### config.mk
export PLATFORM = sky130hd
export DESIGN_NAME = slide_motor_position_controller_top
export DESIGN_NICKNAME = d
export VERILOG_FILES = /design/src/rtl/smpc_pkg.sv /design/src/rtl/slide_motor_position_controller_top.sv /design/src/rtl/smpc_step.sv
export SDC_FILE = /design/constraint.sdc
export NUM_CORES = 1
export LEC_CHECK = 0
export BUFFER_PORTS_ARGS = -buffer_cell sky130_fd_sc_hd__buf_2
export CORE_ASPECT_RATIO = 0.6
export CORE_MARGIN = 2
export CORE_UTILIZATION = 58
export DETAILED_ROUTE_END_ITERATION = 12
export PLACE_DENSITY = 0.75
export SLEW_MARGIN = 15
export SYNTH_ARGS = -nofsm -noshare
export SYNTH_HDL_FRONTEND = slang
export SYNTH_SLANG_ARGS = --single-unit
### constraint.sdc
create_clock -name clk -period 20.8 [get_ports clk]
set_input_delay 1.04 -clock clk [delete_from_list [all_inputs] [get_ports clk]]
set_output_delay 1.04 -clock clk [all_outputs]
set_load 0.1 [all_outputs]
### src/rtl/smpc_pkg.sv
`timescale 1ns / 1ps

package smpc_pkg;

    // Input transaction kinds
    localparam logic [1:0] KIND_EDGE_A  = 2'd0;
    localparam logic [1:0] KIND_EDGE_B  = 2'd1;
    localparam logic [1:0] KIND_TICK    = 2'd2;
    localparam logic [1:0] KIND_COMMAND = 2'd3;

    // ASCII command codes
    localparam logic [7:0] CMD_SPEED     = 8'h73;  // s
    localparam logic [7:0] CMD_SET_HOME  = 8'h48;  // H
    localparam logic [7:0] CMD_SET_LEFT  = 8'h4C;  // L
    localparam logic [7:0] CMD_SET_RIGHT = 8'h52;  // R
    localparam logic [7:0] CMD_GO_HOME   = 8'h68;  // h
    localparam logic [7:0] CMD_GO_LEFT   = 8'h6C;  // l
    localparam logic [7:0] CMD_GO_RIGHT  = 8'h72;  // r

    // Configuration register indexes
    localparam int unsigned CFG_INDEX_W = 3;
    localparam int unsigned CFG_DATA_W  = 13;
    localparam logic [CFG_INDEX_W-1:0] CFG_DEADZONE    = 3'd0;
    localparam logic [CFG_INDEX_W-1:0] CFG_ERROR_LIMIT = 3'd1;
    localparam logic [CFG_INDEX_W-1:0] CFG_STOP_SPEED  = 3'd2;
    localparam logic [CFG_INDEX_W-1:0] CFG_SPEED_MIN   = 3'd3;
    localparam logic [CFG_INDEX_W-1:0] CFG_SPEED_MAX   = 3'd4;

    localparam logic [11:0] DEADZONE_RST    = 12'd100;
    localparam logic [11:0] ERROR_LIMIT_RST = 12'd500;
    localparam logic [12:0] STOP_SPEED_RST  = 13'd3000;
    localparam logic [12:0] SPEED_MIN_RST   = 13'd2500;
    localparam logic [12:0] SPEED_MAX_RST   = 13'd3500;

    localparam logic [31:0] LEFT_BOUND_RST  = 32'hFFFE_7960;  // -100000
    localparam logic [31:0] RIGHT_BOUND_RST = 32'h0001_86A0;  //  100000

    localparam logic [12:0] MANUAL_BASE = 13'd1100;
    localparam logic [12:0] MANUAL_STEP = 13'd15;

    typedef struct packed {
        logic [1:0] kind;
        logic       edge_level;
        logic [7:0] command_code;
        logic [7:0] command_data;
    } in_item_t;

    typedef struct packed {
        logic [12:0]        motor_speed;
        logic signed [31:0] position_now;
        logic               feedback_mode;
    } out_item_t;

    typedef struct packed {
        logic [11:0] deadzone;
        logic [11:0] error_limit;
        logic [12:0] stop_speed;
        logic [12:0] speed_min;
        logic [12:0] speed_max;
    } cfg_regs_t;

    typedef struct packed {
        logic [31:0] position_count;
        logic        level_b;
        logic        mode_feedback;
        logic [31:0] target_position;
        logic [31:0] home_position;
        logic [31:0] left_bound;
        logic [31:0] right_bound;
        logic [12:0] speed_now;
    } ctrl_state_t;

    // When the limits cross, values below the low limit give the low limit and all others the high limit.
    function automatic logic [12:0] clamp_speed(input logic signed [14:0] s,
                                                input logic [12:0] lo,
                                                input logic [12:0] hi);
        logic [12:0] r;
        priority if (s < $signed({2'b00, lo}))
            r = lo;
        else if (s > $signed({2'b00, hi}))
            r = hi;
        else
            r = s[12:0];
        return r;
    endfunction

endpackage

### src/rtl/slide_motor_position_controller_top.sv
// Slide motor position controller. Each input transaction (encoder A or B edge,
// control tick, or command byte) yields exactly one result transaction carrying
// the motor pulse width, the encoder position and the mode after that item. The
// block takes one item per clock cycle while the result channel accepts; an accepted
// input passes the input register, then the state update into the result register.
// Back-pressure on the result channel stalls the input register and then the input
// channel. Configuration writes (index 0..4: deadzone, error limit, stop speed,
// speed min, speed max; other indexes ignored) are always ready and must only be
// issued while no item is in flight.
`timescale 1ns / 1ps

module slide_motor_position_controller_top
    import smpc_pkg::*;
(
    input  logic                   clk,
    input  logic                   rst_n,
    input  logic                   in_valid,
    output logic                   in_ready,
    input  in_item_t               in_item,
    output logic                   out_valid,
    input  logic                   out_ready,
    output out_item_t              out_item,
    input  logic                   cfg_valid,
    output logic                   cfg_ready,
    input  logic [CFG_INDEX_W-1:0] cfg_index,
    input  logic [CFG_DATA_W-1:0]  cfg_data
);

    logic        in_valid_reg;
    in_item_t    in_item_reg;
    logic        out_valid_reg;
    out_item_t   out_item_reg;
    ctrl_state_t state_reg;
    ctrl_state_t state_next;
    cfg_regs_t   cfg_reg;
    logic        out_load;
    logic        advance;

    assign out_load  = !out_valid_reg || out_ready;
    assign advance   = in_valid_reg && out_load;
    assign in_ready  = !in_valid_reg || out_load;
    assign cfg_ready = 1'b1;
    assign out_valid = out_valid_reg;
    assign out_item  = out_item_reg;

    smpc_step u_step (
        .state      (state_reg),
        .cfg        (cfg_reg),
        .item       (in_item_reg),
        .state_next (state_next)
    );

    always_ff @(posedge clk or negedge rst_n)
    begin
        if (!rst_n)
        begin
            in_valid_reg  <= 1'b0;
            out_valid_reg <= 1'b0;
        end
        else
        begin
            if (in_ready)
                in_valid_reg <= in_valid;
            if (out_load)
                out_valid_reg <= in_valid_reg;
        end
    end

    // Payload registers
    always_ff @(posedge clk)
    begin
        if (in_valid && in_ready)
            in_item_reg <= in_item;
        if (advance)
        begin
            out_item_reg.motor_speed   <= state_next.speed_now;
            out_item_reg.position_now  <= $signed(state_next.position_count);
            out_item_reg.feedback_mode <= state_next.mode_feedback;
        end
    end

    always_ff @(posedge clk or negedge rst_n)
    begin
        if (!rst_n)
        begin
            state_reg.position_count  <= 32'd0;
            state_reg.level_b         <= 1'b0;
            state_reg.mode_feedback   <= 1'b0;
            state_reg.target_position <= 32'd0;
            state_reg.home_position   <= 32'd0;
            state_reg.left_bound      <= LEFT_BOUND_RST;
            state_reg.right_bound     <= RIGHT_BOUND_RST;
            state_reg.speed_now       <= STOP_SPEED_RST;
        end
        else if (advance)
        begin
            state_reg <= state_next;
        end
    end

    always_ff @(posedge clk or negedge rst_n)
    begin
        if (!rst_n)
        begin
            cfg_reg.deadzone    <= DEADZONE_RST;
            cfg_reg.error_limit <= ERROR_LIMIT_RST;
            cfg_reg.stop_speed  <= STOP_SPEED_RST;
            cfg_reg.speed_min   <= SPEED_MIN_RST;
            cfg_reg.speed_max   <= SPEED_MAX_RST;
        end
        else if (cfg_valid && cfg_ready)
        begin
            unique case (cfg_index)
                CFG_DEADZONE:    cfg_reg.deadzone    <= cfg_data[11:0];
                CFG_ERROR_LIMIT: cfg_reg.error_limit <= cfg_data[11:0];
                CFG_STOP_SPEED:  cfg_reg.stop_speed  <= cfg_data;
                CFG_SPEED_MIN:   cfg_reg.speed_min   <= cfg_data;
                CFG_SPEED_MAX:   cfg_reg.speed_max   <= cfg_data;
                default: ;
            endcase
        end
    end

endmodule

### src/rtl/smpc_step.sv
`timescale 1ns / 1ps

module smpc_step
    import smpc_pkg::*;
(
    input  ctrl_state_t state,
    input  cfg_regs_t   cfg,
    input  in_item_t    item,
    output ctrl_state_t state_next
);

    logic signed [31:0] diff;
    logic signed [31:0] lim32;
    logic signed [12:0] err;
    logic signed [13:0] err_w;
    logic signed [13:0] dz_w;
    logic               outside_dz;
    logic signed [14:0] fb_raw;
    logic [12:0]        stop_c;
    logic [12:0]        spd_fb;
    logic [12:0]        spd_left;
    logic [12:0]        spd_tick;
    logic [12:0]        manual_raw;
    logic               below_left;
    logic               above_right;

    // Feedback path: clamp error, apply deadzone, clamp speed
    always_comb
    begin
        diff  = $signed(state.position_count - state.target_position);
        lim32 = $signed({20'd0, cfg.error_limit});
        priority if (diff > lim32)
            err = $signed({1'b0, cfg.error_limit});
        else if (diff < -lim32)
            err = -$signed({1'b0, cfg.error_limit});
        else
            err = diff[12:0];

        err_w      = {err[12], err};
        dz_w       = $signed({2'b00, cfg.deadzone});
        outside_dz = (err_w > dz_w) || (err_w < -dz_w);
        fb_raw     = $signed({2'b00, cfg.stop_speed}) - $signed({{2{err[12]}}, err});
        stop_c     = clamp_speed($signed({2'b00, cfg.stop_speed}), cfg.speed_min,
                                 cfg.speed_max);

        if (!state.mode_feedback)
            spd_fb = state.speed_now;
        else if (outside_dz)
            spd_fb = clamp_speed(fb_raw, cfg.speed_min, cfg.speed_max);
        else
            spd_fb = stop_c;

        // Bound stops see the speed left by the previous check
        below_left  = $signed(state.position_count) < $signed(state.left_bound);
        above_right = $signed(state.position_count) > $signed(state.right_bound);
        spd_left = (below_left && (spd_fb < cfg.stop_speed)) ? stop_c : spd_fb;
        spd_tick = (above_right && (spd_left > cfg.stop_speed)) ? stop_c : spd_left;

        manual_raw = item.command_data * MANUAL_STEP + MANUAL_BASE;
    end

    always_comb
    begin
        state_next = state;
        unique case (item.kind)
            KIND_EDGE_A:
            begin
                if (item.edge_level)
                begin
                    if (!state.level_b)
                        state_next.position_count = state.position_count + 32'd1;
                    else
                        state_next.position_count = state.position_count - 32'd1;
                end
            end
            KIND_EDGE_B:
                state_next.level_b = item.edge_level;
            KIND_TICK:
                state_next.speed_now = spd_tick;
            KIND_COMMAND:
            begin
                unique case (item.command_code)
                    CMD_SPEED:
                    begin
                        state_next.mode_feedback = 1'b0;
                        state_next.speed_now = clamp_speed($signed({2'b00, manual_raw}),
                                                           cfg.speed_min, cfg.speed_max);
                    end
                    CMD_SET_HOME:  state_next.home_position = state.position_count;
                    CMD_SET_LEFT:  state_next.left_bound = state.position_count;
                    CMD_SET_RIGHT: state_next.right_bound = state.position_count;
                    CMD_GO_HOME:
                    begin
                        state_next.mode_feedback   = 1'b1;
                        state_next.target_position = state.home_position;
                    end
                    CMD_GO_LEFT:
                    begin
                        state_next.mode_feedback   = 1'b1;
                        state_next.target_position = state.left_bound;
                    end
                    CMD_GO_RIGHT:
                    begin
                        state_next.mode_feedback   = 1'b1;
                        state_next.target_position = state.right_bound;
                    end
                    default: ;
                endcase
            end
        endcase
    end

endmodule

==> results of run 1 <==
==> worst max-delay path, delay by kind of cell (launching register included) <==
family	cells	cell delay, ns
AO/OA/AOI/OAI	36	8.77
XOR/XNOR	1	0.49
adder cells (fa/ha/maj)	6	1.96
buffers and inverters	3	0.58
flip-flops	1	0.49
multiplexers	3	0.88
AND/OR/NAND/NOR	28	4.05
==> cell families after synthesis <==
group,Yosys count
simple gates,824
compound gates,777
buf+inv,337
fa+ha+maj,330
flops,305
mux,142
xor+xnor,93
other cells,1
==> how the worst min path moves through the flow <==
| stage | startpoint | endpoint | slack [ns] | cells after the start |
|---|---|---|---|---|
| 2_1_floorplan | in_valid_reg$_DFFE_PN0N_ | out_valid$_DFFE_PN0P_ | 0.46 | 1 |
| 4_1_cts | rst_n | state_reg[114]$_DFFE_PN0P_ | 0.49 | 1 |
| 3_3_place_gp | in_valid_reg$_DFFE_PN0N_ | out_valid$_DFFE_PN0P_ | 0.48 | 1 |
| 5_1_grt | rst_n | state_reg[114]$_DFFE_PN0P_ | 0.51 | 1 |
| 3_5_place_dp | state_reg[100]$_DFFE_PN0P_ | state_reg[100]$_DFFE_PN0P_ | 0.50 | 1 |
| 6_report | rst_n | state_reg[149]$_DFFE_PN0P_ | 0.43 | 1 |
==> cell type report <==
type                       count  area share
clock buffer                  46      0.0334
clock inverter                12     0.00532
inverter                     240      0.0334
multi-input combinational   2167       0.580
sequential                   305       0.297
tap                          570      0.0264
timing repair buffer         114      0.0240
==> cells in the final DEF (no fill, tap or decap), types with 66 or more instances in the layout <==
cell       n
a21o_1    72
a21oi_1  152
buf_2     86
dfrtp_1  177
ha_1     310
inv_1    236
mux2_2   102
nand2_1  327
nor2_1   179
o21ai_0  210
xnor2_1   66
==> per-layer routing <==
| layer | vias to the layer above | share of wire | GRT usage |
|---|---|---|---|
| met5 | - | 0 | 0 |
| met1 | 10900 | 0.48 | 0.580 |
| met3 | 112 | 0.13 | 0.110 |
| met4 | 0 | 0.015 | 0.0552 |
| met2 | 1177 | 0.38 | 0.488 |
| li1 | 10300 | - | - |
==> through the flow <==
stage / instance area [um^2] / std cells / setup slack (ns) / utilization
detailed placement: 26000 / 3396 / 3.97 / 0.617
CTS: 27000 / 3454 / 3.93 / 0.642
global placement: 26000 / 3396 / 4.33 / 0.617
floorplan: 25000 / 2809 / 6.53 / -
global route: 27000 / 3454 / 2.25 / 0.642
finish: 27000 / 3454 / 3.48 / 0.642
==> impl_metrics.json, run 1 <==
{
  "run_status": "completed",
  "r2r_cells": 77,
  "drt_wl_total_um": 82500,
  "grt_max_degree": 106,
  "rows": 58,
  "post_cts_buffers": 0,
  "rsz0062_at_grt": "no",
  "design.final.nets": 3223,
  "wl_per_cell_um": 23.9,
  "hold_path_class": "input port to async pin",
  "routed_via_density": 6.49,
  "cts.path.max_buffers": 3,
  "fin_skew_ns": 0.0191,
  "critPathLaunch": "state_reg[143]$_DFFE_PN0P_",
  "yosysUniqueCellTypes": 111,
  "synthMuxAreaShare": 0.0626,
  "drt_iter0_drc": 2715,
  "fillers": 3493,
  "yosys.area.top_type_share": 0.177,
  "worst_slew_pin_slew_ns": 1.06,
  "num_antenna_cells": 0,
  "syn_to_final_growth_pct": 8.24,
  "htreeDepth": 1,
  "syn-num-nets": 3173,
  "slew_headroom": 0.285,
  "cp_slowest_cell": "a221oi_1",
  "setup_tns_ns": 0,
  "track_usage": 0.367,
  "r2r_start": "state_reg[143]$_DFFE_PN0P_",
  "die_w_um": 272,
  "yosys-top-cells-count": "nand2_1 (328), ha_1 (310), inv_1 (237)",
  "min_period_ns": 17.32,
  "via_count": 22400,
  "cts-root-buf": "clkbuf_16",
  "numCtsBuffers": 31,
  "ctsHoldBuffers": 0,
  "drcViolationCount": 0,
  "worstPathArrival_ns": 17.86,
  "synthTopCellsByArea": "dfrtp_1 (18%), ha_1 (16%), edfxtp_1 (7.8%)",
  "largest_reg_flops": 175,
  "antenna_found_initial": 1,
  "grt_pass1_wl_um": 126000,
  "die_y_um": 165,
  "synth_simple_gate_area_share": 0.155,
  "hold_viol": 0,
  "clk_pin_slew_ns": 0.07,
  "io_pins": 89,
  "yosysWarnings": 0,
  "drv_slew": 0,
  "rrSetupSlack_ns": 3.48,
  "hold_ws_ns": 0.432,
  "grt_overflow": 0,
  "core_area_mm2": 0.0422,
  "dpl.hpwl_um": 63900,
  "crit_path_start_kind": "flip-flop",
  "clock-sinks": 305,
  "syn_inst": 2809,
  "syn_area_mm2": 0.0250,
  "drive_gt1_frac": 0.138,
  "timing.final.crit_share": 0.833,
  "die_area_mm2": 0.0448,
  "crit_required_ns": 21.34,
  "clock_latency_ns": 0.61,
  "yosys.area.top_type": "dfrtp_1",
  "synth_xor_area_frac": 0.0335,
  "ys_async_sr_fraction": 0.787,
  "port_buffers": 87,
  "synth_compound_area_frac": 0.206,
  "fmax_mhz": 57.7,
  "cts_tree": "yes",
  "multi_input_area_mm2": 0.0157,
  "synth_top_family_by_area": "compound AO/OA/AOI/OAI gates",
  "path_max_fanout": 22,
  "ys_seq_area_frac": 0.322,
  "setup_viol": 0,
  "path_common_cell": "o21ai_0",
  "synth.ff_latch_count": 305,
  "gp_congestion": 0.996,
  "seqCellArea_mm2": 0.00804,
  "crit_type": "flip-flop to flip-flop",
  "cpPeakStageDelay_ns": 0.65,
  "end_kind": "flip-flop",
  "dr.pass1.iters": 7,
  "cap_violations": 0,
  "syn_area_per_cell_um2": 8.90,
  "initial_utilization": 0.593,
  "ant_nets": 0,
  "synthAdderAreaFrac": 0.169,
  "cts_resized": 0,
  "synth_most_common_cell": "nand2_1",
  "synth_edf_count": 65,
  "synth_top_flop_cell": "dfrtp_1",
  "crit_path_end": "state_reg[3]$_DFFE_PN1P_",
  "grt_pass1_vias": 20800,
  "worst_r2r_endpoint": "state_reg[3]$_DFFE_PN1P_"
}
Power of run 1 is left out: the tool's default activity adds up to more than one toggle a clock period on the data nets, which glitch-free logic cannot reach.
==> inputs of run 2 (changes only) <==
==> constraint.sdc (replaced) <==
create_clock -name clk -period 17.35 [get_ports clk]
set_input_delay 0.8675 -clock clk [delete_from_list [all_inputs] [get_ports clk]]
set_output_delay 0.8675 -clock clk [all_outputs]
set_load 0.1 [all_outputs]
==> impl_metrics.json, run 2 (synthesis results as in run 1) <==
{
  "run_status": "completed",
  "cp_slowest_cell": "or4_1",
  "clk_pin_slew_ns": 0.07,
  "r2r_cells": 80,
  "die_area_mm2": 0.0448,
  "hold_path_class": "input port to async pin",
  "worst_slew_pin_slew_ns": 1.06,
  "design.final.nets": 3226,
  "antenna_found_initial": 0,
  "track_usage": 0.357,
  "wirelength_met1_um": 37500,
  "fmax_mhz": 61.0,
  "cap_violations": 0,
  "grt_overflow": 0,
  "die_w_um": 272,
  "drt_iter0_drc": 2548,
  "grt_pass1_wl_um": 123000,
  "drv_slew": 0,
  "port_buffers": 87,
  "ctsHoldBuffers": 0,
  "multi_input_area_mm2": 0.0158,
  "gp_congestion": 1.08,
  "routed_via_density": 6.52,
  "htreeDepth": 1,
  "dpl.hpwl_um": 61600,
  "initial_utilization": 0.593,
  "clock-sinks": 305,
  "rows": 58,
  "crit_path_start_kind": "flip-flop",
  "cts.path.max_buffers": 3,
  "wl_per_cell_um": 23.3,
  "path_common_cell": "o21ai_0",
  "largest_reg_flops": 175,
  "setup_viol": 0,
  "die_y_um": 165,
  "rrSetupSlack_ns": 0.96,
  "worst_r2r_endpoint": "state_reg[11]$_DFFE_PN1P_",
  "end_kind": "flip-flop",
  "path_buf_inv": 5,
  "worstPathArrival_ns": 16.93,
  "final_cell_mix": "nand2_1 (327), ha_1 (310), inv_1 (235)",
  "drt_wl_total_um": 80700,
  "layout_setup_ws_ns": 0.964,
  "min_period_ns": 16.39,
  "cpPeakStageDelay_ns": 0.53,
  "num_antenna_cells": 0,
  "numCtsBuffers": 31,
  "syn_to_final_growth_pct": 8.73,
  "fin_skew_ns": 0.0197,
  "final_common_cell": "nand2_1",
  "seqCellArea_mm2": 0.00804,
  "io_pins": 89,
  "dp_slack_ns": 0.543,
  "cts-root-buf": "clkbuf_16",
  "worst-path-stages": 80,
  "crit_type": "flip-flop to flip-flop",
  "highest_layer": "met5",
  "via_count": 22600,
  "timing.final.crit_share": 0.944,
  "fin_cells": 3457,
  "grt_pass1_vias": 20900,
  "core_area_mm2": 0.0422,
  "ant_nets": 0,
  "crit_required_ns": 17.89,
  "met2WireLength_um": 30000,
  "dr.pass1.iters": 8,
  "fillers": 3495,
  "hold_viol": 0,
  "wl_met3_um": 11500,
  "clock_latency_ns": 0.61,
  "grt_max_degree": 170,
  "r2r_start": "state_reg[161]$_DFFE_PN0P_",
  "dp_cells": 3396,
  "cp_top_family": "compound AO/OA/AOI/OAI gates",
  "drive_gt1_frac": 0.142,
  "path_max_fanout": 22,
  "drcViolationCount": 0,
  "cts_tree": "yes",
  "slew_headroom": 0.291
}
run 2: what timing repair did:
item / 4_1_cts / 5_1_grt
setup endpoints to repair: 0 / 26
resized for setup: 0 / 17
buffers inserted: 0 / 3
run 2: cell type report:
cell class                 instances  share of cell area
clock buffer                      47              0.0330
timing repair buffer             117              0.0256
tap                              570              0.0262
clock inverter                    11             0.00479
inverter                         240              0.0332
sequential                       305               0.296
multi-input combinational       2167               0.581
run 2: per-layer routing:
| metal | vias to the layer above | GRT usage |
|---|---|---|
| met5 | - | 0.0132 |
| met4 | 2 | 0.0684 |
| met3 | 127 | 0.132 |
| met2 | 1264 | 0.465 |
| met1 | 10900 | 0.551 |
| li1 | 10300 | - |
run 2: worst max path at each step:
stage | start | endpoint
5_1_grt | state_reg[143]$_DFFE_PN0P_ | state_reg[11]$_DFFE_PN1P_
4_1_cts | state_reg[143]$_DFFE_PN0P_ | state_reg[11]$_DFFE_PN1P_
2_1_floorplan | state_reg[143]$_DFFE_PN0P_ | state_reg[2]$_DFFE_PN0P_
3_3_place_gp | state_reg[147]$_DFFE_PN0P_ | state_reg[2]$_DFFE_PN0P_
3_5_place_dp | state_reg[143]$_DFFE_PN0P_ | state_reg[2]$_DFFE_PN0P_
6_report | state_reg[161]$_DFFE_PN0P_ | state_reg[11]$_DFFE_PN1P_
run 2: metrics by stage:
step                TNS [ns]  utilization  instance area, um^2  hold slack (ns)
global route          -0.144        0.644                27200            0.260
global placement           0        0.617                26000            0.473
CTS                        0        0.641                27000            0.240
detailed placement         0        0.617                26000            0.477
floorplan                  0            -                25000            0.457
finish                     0        0.644                27200            0.206
Power of run 2 is left out for the same reason.
